### src/design/skp_pkg.sv
// Package: shared types and constants for the shuffle and k-fold partition block
`timescale 1ns / 1ps
package skp_pkg;

    localparam logic [47:0] LCG_MUL = 48'h0005_DEEC_E66D;
    localparam logic [47:0] LCG_ADD = 48'h0000_0000_000B;

    localparam logic [1:0] REG_BASE  = 2'd0;
    localparam logic [1:0] REG_COUNT = 2'd1;
    localparam logic [1:0] REG_FOLDS = 2'd2;

    typedef enum logic [3:0] {
        ST_IDLE,
        ST_FILL,
        ST_RNG,
        ST_SWAP_RD,
        ST_SWAP_WR,
        ST_DIV,
        ST_GRP,
        ST_SORT,
        ST_EMIT
    } skp_state_t;

    // Commands from controller to datapath
    typedef struct packed {
        logic load;       // latch seed and config, reset counters
        logic fill;       // write one identity entry
        logic rng_step;   // advance generator (multi-cycle)
        logic swap_rd;    // read entries i and j
        logic swap_wr;    // write swapped entries, decrement i
        logic div_step;   // one step of n / fc
        logic grp_init;   // start a new group
        logic sort_step;  // one selection step
        logic emit;       // present one value to the output register
    } skp_cmd_t;

    // Status from datapath to controller
    typedef struct packed {
        logic fill_done;
        logic swap_none;  // single item: no swap needed
        logic rng_done;
        logic swap_done;
        logic div_done;
        logic sort_done;
        logic grp_done;
        logic run_done;
        logic out_busy;
    } skp_stat_t;

endpackage

### src/design/skp_ctrl.sv
// Controller: sequencing state machine for the shuffle and partition run
`timescale 1ns / 1ps
module skp_ctrl
    import skp_pkg::*;
(
    input  logic      clk,
    input  logic      rst_n,
    input  logic      start,
    input  skp_stat_t stat,
    output skp_cmd_t  cmd,
    output logic      idle
);

    skp_state_t state_reg;
    skp_state_t state_next;

    // Advance state
    always_ff @(posedge clk or negedge rst_n)
    begin
        if (!rst_n)
        begin
            state_reg <= ST_IDLE;
        end
        else
        begin
            state_reg <= state_next;
        end
    end

    // Next state
    always_comb
    begin
        state_next = state_reg;
        case (state_reg)
            ST_IDLE:    if (start) state_next = ST_FILL;
            ST_FILL:    if (stat.fill_done) state_next = stat.swap_none ? ST_DIV : ST_RNG;
            ST_RNG:     if (stat.rng_done) state_next = ST_SWAP_RD;
            ST_SWAP_RD: state_next = ST_SWAP_WR;
            ST_SWAP_WR: state_next = stat.swap_done ? ST_DIV : ST_RNG;
            ST_DIV:     if (stat.div_done) state_next = ST_GRP;
            ST_GRP:     state_next = ST_SORT;
            ST_SORT:    if (stat.sort_done) state_next = ST_EMIT;
            ST_EMIT:
            begin
                if (!stat.out_busy)
                begin
                    if (stat.run_done)
                        state_next = ST_IDLE;
                    else if (stat.grp_done)
                        state_next = ST_GRP;
                    else
                        state_next = ST_SORT;
                end
            end
            default:    state_next = ST_IDLE;
        endcase
    end

    // Outputs
    always_comb
    begin
        cmd = '0;
        idle = 1'b0;
        case (state_reg)
            ST_IDLE:
            begin
                idle = 1'b1;
                cmd.load = start;
            end
            ST_FILL:    cmd.fill = 1'b1;
            ST_RNG:     cmd.rng_step = 1'b1;
            ST_SWAP_RD: cmd.swap_rd = 1'b1;
            ST_SWAP_WR: cmd.swap_wr = 1'b1;
            ST_DIV:     cmd.div_step = 1'b1;
            ST_GRP:     cmd.grp_init = 1'b1;
            ST_SORT:    cmd.sort_step = 1'b1;
            ST_EMIT:    cmd.emit = !stat.out_busy;
            default:    cmd = '0;
        endcase
    end

endmodule

### src/design/skp_dp.sv
// Datapath: generator, permutation memory, divider, group sorter and output register
`timescale 1ns / 1ps
module skp_dp
    import skp_pkg::*;
#(
    parameter int MAX_ITEMS = 64
)(
    input  logic               clk,
    input  logic               rst_n,
    input  skp_cmd_t           cmd,
    output skp_stat_t          stat,
    input  logic [47:0]        seed,
    input  logic [31:0]        base_cfg,
    input  logic [6:0]         count_cfg,
    input  logic [6:0]         folds_cfg,
    output logic               out_valid,
    input  logic               out_stall,
    output logic signed [31:0] value,
    output logic [6:0]         group_index,
    output logic               group_end,
    output logic               run_end
);

    localparam int AW = $clog2(MAX_ITEMS);
    localparam int CW = $clog2(MAX_ITEMS + 1);
    localparam logic [6:0] MAX_N = 7'(MAX_ITEMS);

    // Permutation memory
    logic [5:0] mem [MAX_ITEMS];

    logic [CW-1:0] n_reg;
    logic [6:0]    fc_reg;
    logic [31:0]   base_reg;
    logic [47:0]   rng_reg;
    logic [CW-1:0] i_reg;
    logic [CW-1:0] k_reg;
    logic [1:0]    mph_reg;
    logic [47:0]   acc_reg;
    logic [5:0]    rdi_reg;
    logic [5:0]    rdj_reg;
    logic [AW-1:0] j_reg;
    // Divider
    logic [6:0]    quo_reg;
    logic [6:0]    rem_reg;
    logic [2:0]    dcnt_reg;
    // Group
    logic [CW-1:0] pos_reg;
    logic [CW-1:0] len_reg;
    logic [6:0]    grp_reg;
    logic [MAX_ITEMS-1:0] used_reg;
    logic [CW-1:0] scan_reg;
    logic [5:0]    cand_reg;
    logic [AW-1:0] candi_reg;
    logic          candl_reg;
    logic          candv_reg;
    logic [CW-1:0] emitted_reg;
    logic [5:0]    best_reg;
    logic [AW-1:0] besti_reg;
    logic          bestv_reg;
    logic          ready_reg;

    logic [6:0]    count_sat;
    logic [6:0]    folds_sat;
    logic [63:0]   prod16;
    logic [47:0]   lcg_full;
    logic [54:0]   jprod;
    logic [AW-1:0] j_idx;
    logic [6:0]    n7;
    logic [7:0]    dtrial;
    logic [CW-1:0] rem_len;
    logic [CW-1:0] cap_len;
    logic [31:0]   cand_val;
    logic [31:0]   best_val;

    assign count_sat = (count_cfg == 7'd0) ? 7'd1 : ((count_cfg > MAX_N) ? MAX_N : count_cfg);
    assign folds_sat = (folds_cfg == 7'd0) ? 7'd1 : folds_cfg;

    // Generator: X*MUL in three 16-bit slices of X, one slice per rng_step
    assign prod16   = {48'd0, rng_reg[16*mph_reg +: 16]} * {16'd0, LCG_MUL};
    assign lcg_full = acc_reg + (prod16[47:0] << (16 * mph_reg));

    // j-1 = (i*X)>>48, i <= 64: top bits of X times i
    assign jprod = {7'd0, rng_reg} * {48'd0, 7'(i_reg)};
    assign j_idx = AW'(jprod[54:48]);

    // Restoring division: bring down the next bit of n
    assign n7     = 7'(n_reg);
    assign dtrial = {rem_reg, n7[3'd6 - dcnt_reg]};

    assign rem_len = n_reg - pos_reg;
    assign cap_len = (quo_reg >= MAX_N) ? CW'(MAX_N) : CW'(quo_reg + 7'd1);

    assign cand_val = base_reg + 32'(cand_reg);
    assign best_val = base_reg + 32'(best_reg);

    always_ff @(posedge clk)
    begin
        if (cmd.load)
        begin
            rng_reg  <= seed;
            n_reg    <= CW'(count_sat);
            fc_reg   <= folds_sat;
            base_reg <= base_cfg;
            i_reg    <= CW'(count_sat);
            k_reg    <= '0;
            mph_reg  <= '0;
            acc_reg  <= '0;
            quo_reg  <= '0;
            rem_reg  <= '0;
            dcnt_reg <= '0;
            pos_reg  <= '0;
            grp_reg  <= '0;
            emitted_reg <= '0;
        end
        if (cmd.fill)
        begin
            mem[k_reg[AW-1:0]] <= 6'(k_reg);
            k_reg <= k_reg + 1'b1;
        end
        if (cmd.rng_step)
        begin
            if (mph_reg == 2'd2)
            begin
                rng_reg <= lcg_full + LCG_ADD;
                mph_reg <= '0;
                acc_reg <= '0;
            end
            else
            begin
                acc_reg <= lcg_full;
                mph_reg <= mph_reg + 1'b1;
            end
        end
        if (cmd.swap_rd)
        begin
            j_reg   <= j_idx;
            rdi_reg <= mem[AW'(i_reg - 1'b1)];
            rdj_reg <= mem[j_idx];
        end
        if (cmd.swap_wr)
        begin
            mem[AW'(i_reg - 1'b1)] <= rdj_reg;
            mem[j_reg]             <= rdi_reg;
            i_reg <= i_reg - 1'b1;
        end
        // Restoring division n / fc, one quotient bit per cycle
        if (cmd.div_step)
        begin
            if (dtrial >= {1'b0, fc_reg})
            begin
                rem_reg <= 7'(dtrial - {1'b0, fc_reg});
                quo_reg <= {quo_reg[5:0], 1'b1};
            end
            else
            begin
                rem_reg <= dtrial[6:0];
                quo_reg <= {quo_reg[5:0], 1'b0};
            end
            dcnt_reg <= dcnt_reg + 1'b1;
        end
        // Start a new group
        if (cmd.grp_init)
        begin
            len_reg   <= (grp_reg < fc_reg && rem_len > cap_len) ? cap_len : rem_len;
            used_reg  <= '0;
            scan_reg  <= '0;
            candv_reg <= 1'b0;
            bestv_reg <= 1'b0;
            ready_reg <= 1'b0;
            k_reg     <= '0;
        end
        if (cmd.sort_step)
        begin
            // Issue one registered memory read per cycle across the group
            if (scan_reg != len_reg)
            begin
                cand_reg  <= mem[AW'(pos_reg + scan_reg)];
                candi_reg <= AW'(scan_reg);
                candl_reg <= (scan_reg + 1'b1 == len_reg);
                candv_reg <= 1'b1;
                scan_reg  <= scan_reg + 1'b1;
            end
            else
            begin
                candv_reg <= 1'b0;
            end
            // Keep the smallest unused value, compared as wrapped signed
            if (candv_reg)
            begin
                if (!used_reg[candi_reg] &&
                    (!bestv_reg || ($signed(cand_val) < $signed(best_val))))
                begin
                    best_reg  <= cand_reg;
                    besti_reg <= candi_reg;
                    bestv_reg <= 1'b1;
                end
                if (candl_reg)
                    ready_reg <= 1'b1;
            end
        end
        if (cmd.emit)
        begin
            used_reg[besti_reg] <= 1'b1;
            k_reg       <= k_reg + 1'b1;
            emitted_reg <= emitted_reg + 1'b1;
            scan_reg    <= '0;
            candv_reg   <= 1'b0;
            bestv_reg   <= 1'b0;
            ready_reg   <= 1'b0;
            if (k_reg + 1'b1 == len_reg)
            begin
                pos_reg <= pos_reg + len_reg;
                if (grp_reg < fc_reg)
                    grp_reg <= grp_reg + 1'b1;
            end
        end
    end

    // Output register
    always_ff @(posedge clk or negedge rst_n)
    begin
        if (!rst_n)
        begin
            out_valid <= 1'b0;
        end
        else if (cmd.emit)
        begin
            out_valid <= 1'b1;
        end
        else if (!out_stall)
        begin
            out_valid <= 1'b0;
        end
    end

    always_ff @(posedge clk)
    begin
        if (cmd.emit)
        begin
            value       <= best_val;
            group_index <= grp_reg;
            group_end   <= (k_reg + 1'b1 == len_reg);
            run_end     <= (emitted_reg + 1'b1 == n_reg);
        end
    end

    // Status
    always_comb
    begin
        stat = '0;
        stat.fill_done = (k_reg + 1'b1 == n_reg);
        stat.swap_none = (n_reg == CW'(1));
        stat.rng_done  = (mph_reg == 2'd2);
        stat.swap_done = (i_reg <= CW'(2));
        stat.div_done  = (dcnt_reg == 3'd6);
        stat.sort_done = ready_reg;
        stat.grp_done  = (k_reg + 1'b1 == len_reg);
        stat.run_done  = (emitted_reg + 1'b1 == n_reg);
        stat.out_busy  = out_valid && out_stall;
    end

endmodule

### src/design/shuffle_kfold_partition.sv
// Top level: shuffle and k-fold partition block with configuration registers
`timescale 1ns / 1ps
// Usage:
//   Write range_base, item_count and fold_count over the configuration port
//   (index 0, 1, 2; other indexes are ignored) while the block is idle.
//   Transfer one seed on the input channel to start a run. The block fills
//   its permutation memory, performs n-1 Fisher-Yates swaps, each taking
//   one pass of the shared 16x48 generator multiplier per 16-bit slice of
//   the state plus a read and a write, and divides n by fold_count by
//   restoring division. Each group then takes one setup step, and each value
//   a selection scan over registered memory reads and one emit step. Input
//   stall stays high until the last value of the run is in the output
//   register and drops in that same cycle. Output values sit in an output
//   register; while the receiver stalls a held value the sequencer waits.
//   Reset returns the registers to base 0, count 64, folds 4, with no run
//   active.
module shuffle_kfold_partition
    import skp_pkg::*;
#(
    parameter int MAX_ITEMS = 64
)(
    input  logic               clk,
    input  logic               rst_n,
    input  logic               in_valid,
    output logic               in_stall,
    input  logic [47:0]        seed,
    input  logic               cfg_valid,
    output logic               cfg_ready,
    input  logic [1:0]         cfg_index,
    input  logic [31:0]        cfg_data,
    output logic               out_valid,
    input  logic               out_stall,
    output logic signed [31:0] value,
    output logic [6:0]         group_index,
    output logic               group_end,
    output logic               run_end
);

    logic [31:0] base_reg;
    logic [6:0]  count_reg;
    logic [6:0]  folds_reg;
    skp_cmd_t    cmd;
    skp_stat_t   stat;
    logic        idle;

    assign cfg_ready = 1'b1;
    assign in_stall  = !idle;

    // Hold configuration registers
    always_ff @(posedge clk or negedge rst_n)
    begin
        if (!rst_n)
        begin
            base_reg  <= '0;
            count_reg <= 7'd64;
            folds_reg <= 7'd4;
        end
        else if (cfg_valid)
        begin
            case (cfg_index)
                REG_BASE:  base_reg  <= cfg_data;
                REG_COUNT: count_reg <= cfg_data[6:0];
                REG_FOLDS: folds_reg <= cfg_data[6:0];
                default:   ;
            endcase
        end
    end

    skp_ctrl u_ctrl (
        .clk   (clk),
        .rst_n (rst_n),
        .start (in_valid),
        .stat  (stat),
        .cmd   (cmd),
        .idle  (idle)
    );

    skp_dp #(.MAX_ITEMS(MAX_ITEMS)) u_dp (
        .clk         (clk),
        .rst_n       (rst_n),
        .cmd         (cmd),
        .stat        (stat),
        .seed        (seed),
        .base_cfg    (base_reg),
        .count_cfg   (count_reg),
        .folds_cfg   (folds_reg),
        .out_valid   (out_valid),
        .out_stall   (out_stall),
        .value       (value),
        .group_index (group_index),
        .group_end   (group_end),
        .run_end     (run_end)
    );

endmodule

### config.mk
export PLATFORM = sky130hd
export DESIGN_NAME = shuffle_kfold_partition
export DESIGN_NICKNAME = d
export VERILOG_FILES = /design/src/design/skp_pkg.sv /design/src/design/skp_ctrl.sv /design/src/design/skp_dp.sv /design/src/design/shuffle_kfold_partition.sv
export SDC_FILE = /design/constraint.sdc
export NUM_CORES = 2
export LEC_CHECK = 0
export ABC_AREA = 1
export BUFFER_PORTS_ARGS = -buffer_cell sky130_fd_sc_hd__buf_4
export CAP_MARGIN = 20
export CELL_PAD_IN_SITES_DETAIL_PLACEMENT = 0
export CELL_PAD_IN_SITES_GLOBAL_PLACEMENT = 1
export CORE_MARGIN = 2
export CORE_UTILIZATION = 35
export DETAILED_ROUTE_END_ITERATION = 10
export PLACE_DENSITY = 0.61
export SKIP_LAST_GASP = 1
export SYNTH_ARGS = -nofsm -noshare
export SYNTH_HDL_FRONTEND = slang
export SYNTH_HIERARCHICAL = 1
export SYNTH_SLANG_ARGS = --single-unit
### constraint.sdc
create_clock -name clk -period 17.1 [get_ports clk]
set_clock_uncertainty 0.2 [all_clocks]
set_input_delay 3.42 -clock clk [delete_from_list [all_inputs] [get_ports clk]]
set_output_delay 3.42 -clock clk [all_outputs]
set_load 0.05 [all_outputs]
==> out/metrics.cfg <==
[sta]
period_needed_ps=12120
rsz0062_at_grt=no
fin_tns_setup_ps=0
layout_worst_path_cycle_share=0.709
hold_viol_final=0
layout_setup_ws_ps=4980
slew-limit-headroom=0.154
fmax_mhz=82.5
worst_pin_slew_ps=1270
slew_violations=0
setup_violations=0

[synth]
netlist-cell-type-count=73
yosys_warnings=6
ys_seq_area_frac=0.290
syn_inst=10500
synth-seq-cells=796
ys.flop_type=edfxtp_1
syn_area_per_cell_sq_um=7.35
syn-num-nets=11400
synth_edf_count=609
synth.largest_area_cell=edfxtp_1
syn_area_sq_um=76800
yosysTopAreaCellShare=0.238
yosys-top-cells-area=edfxtp_1, nand2_1, fa_1
ys_async_sr_fraction=0.0641

[clock_tree]
cts_setup_buffers=0
clock_sinks=796
ctsHoldBuffers=0
cts_tree=yes
clockBufferDepth=3
root_buffer=clkbuf_16
clk_latency_ps=790
numCtsBuffers=103
cts-resized-gates=0
clk_pin_slew_ps=60
cts_max_level=3

[cells_and_area]
layout.nets=11100
synthToLayoutAreaGrowth_pct=8.91
final_util=0.385
layout-drive-gt1-share=0.0593
largest_register_ffs=384
stdcell_count=13100
fillers=23000

[setup_path]
cpMaxStageDelayCell=o21ai_1
crit_top_cell=nand2_1
cp_max_fo=22
setup.worst_path.class=reg2reg
critPathLaunchType=register
max_stage_delay_ps=970
cp_data_required_time_ps=17580
ff2ff_path_depth=45
endpoint_kind=register
critical_path_arrival_ps=12600

[global_route]
grt_antenna_before_repair=29
grt_usage=0.324
overflow=0
grt_pass1_wl_microns=530000
grt_max_degree=146
grt_pass1_vias=73000

[floorplanning]
die_h_microns=473
initial_core_util=0.353
io_pins=131
dieArea_sq_um=223000
rows=171
core_region_area_sq_um=218000
die_x_microns=473

[drt]
wl_per_cell_microns=28.1
routed_wl_microns=369000
firstDrtPassIters=8
drt_iter0_drc=9284
ant_nets=0
drc_errors=0
via_count=76500
viasPerCell=5.83

[placement]
post-dp-hpwl_microns=264000
port-buffer-count=129
place_ws_ps=5220
place_inst=12900
routabilityCongestion=0.978

[min_path]
min_path_type=reg2reg
hold-path-cell-count=0

[run]
drv_cap=0

[status]
status=finished, final reports clean

per-layer routing:
layer	track usage	wire (microns)
met1	0.460	161000
met2	0.474	154000
met3	0.0747	37600
met4	0.129	16500
met5	0	164
through the flow:
step / hold slack (ps) / instance area, sq um
6_report: 245 / 83700
5_1_grt: 254 / 83700
4_1_cts: 236 / 83600
3_5_place_dp: 232 / 80200
3_3_place_gp: 231 / 80200
2_1_floorplan: 223 / 76800
layout make-up:
type	count	area (sq um)	area share
clock inverters	59	631	0.00754
repair buffers	266	2060	0.0247
well taps	2854	3570	0.0427
inverters	1365	5130	0.0613
flip-flops and latches	796	22300	0.266
diodes	9	22.5	0.000269
multi-input cells	7651	47200	0.564
clock buffers	128	2800	0.0334
synth_stat cells (11+ instances only):
cell type / n
edfxtp_1: 609
nor4_1: 27
nor2_2: 31
o211ai_1: 326
buf_2: 91
nand4_1: 87
fa_1: 465
a21o_1: 15
nor2_4: 12
a21oi_1: 399
nor3_1: 86
buf_1: 63
xnor2_1: 45
xor2_1: 100
a31oi_1: 35
or2_2: 16
dfrtp_1: 49
o21bai_1: 11
buf_4: 17
nor2_1: 797
clkbuf_1: 468
ha_1: 365
a22oi_1: 31
a221oi_1: 98
o32ai_1: 49
nand2_2: 18
nand2_1: 2623
inv_2: 22
dfxtp_1: 136
mux2i_1: 17
o22ai_1: 119
nand3b_1: 13
o21ai_0: 947
clkinv_1: 14
o221ai_1: 25
inv_1: 1328
nand3_1: 802
cell families after synthesis:
kind of cell	after synthesis	share of synthesized area
DFF	796	0.290
xor gates and xnor gates	148	0.0173
adders and majority gates	830	0.181
and+or+nand+nor	4537	0.246
buffers and inverters	2005	0.100
muxes	18	0.00236
other	1	0.0000488
AOI/OAI and AO/OA	2117	0.163
cell usage in the layout, fill, tap and decap left out, types with 15 or more instances in the layout:
cell type  Yosys  final
dfrtp_1       49     49
buf_4         17    260
clkinv_1      14     23
xor2_1       100     96
inv_2         22     34
nand2_2       18     22
fa_1         465    464
mux2i_1       17     17
a21oi_1      399    399
clkbuf_16      0    106
inv_1       1328   1317
nor2_1       797    782
nor4_1        27     20
edfxtp_1     609    609
a22oi_1       31     31
o211ai_1     326    326
nand4_1       87     87
or2_2         16     16
xnor2_1       45     45
nor3_1        86     80
a31oi_1       35     35
nor2_2        31     39
ha_1         365    364
clkinv_2       0     25
nand2_1     2623   2614
o221ai_1      25     25
a221oi_1      98     98
o32ai_1       49     49
dfxtp_1      136    136
nand3_1      802    802
nor2_4        12     19
clkbuf_1     468     16
o22ai_1      119    119
o21ai_0      947    947
a21o_1        15     15
final timing paths:
check                                      from                end  slack (ps)
worst max-delay path            u_dp/mph_reg[1]   u_dp/rng_reg[46]        4980
worst min-delay path               base_reg[16]  u_dp/base_reg[16]         250
worst max register to register  u_dp/mph_reg[1]   u_dp/rng_reg[46]        4980
worst min register to register     base_reg[16]  u_dp/base_reg[16]         250
max in group asynchronous                 rst_n     u_dp/out_valid       13670
min in group asynchronous                 rst_n       base_reg[18]        2500
critical path, delay by kind of cell (launching register included):
kind | cells | cell delay [ps]
AND/OR/NAND/NOR | 24 | 4090
XOR/XNOR | 1 | 110
AO/OA/AOI/OAI | 4 | 1740
flip-flops | 1 | 850
buffers and inverters | 8 | 1120
adder cells (fa/ha/maj) | 8 | 3920
Power is not shown: default switching activity piles up to over one toggle a cycle in this logic, so the estimate is an artifact.
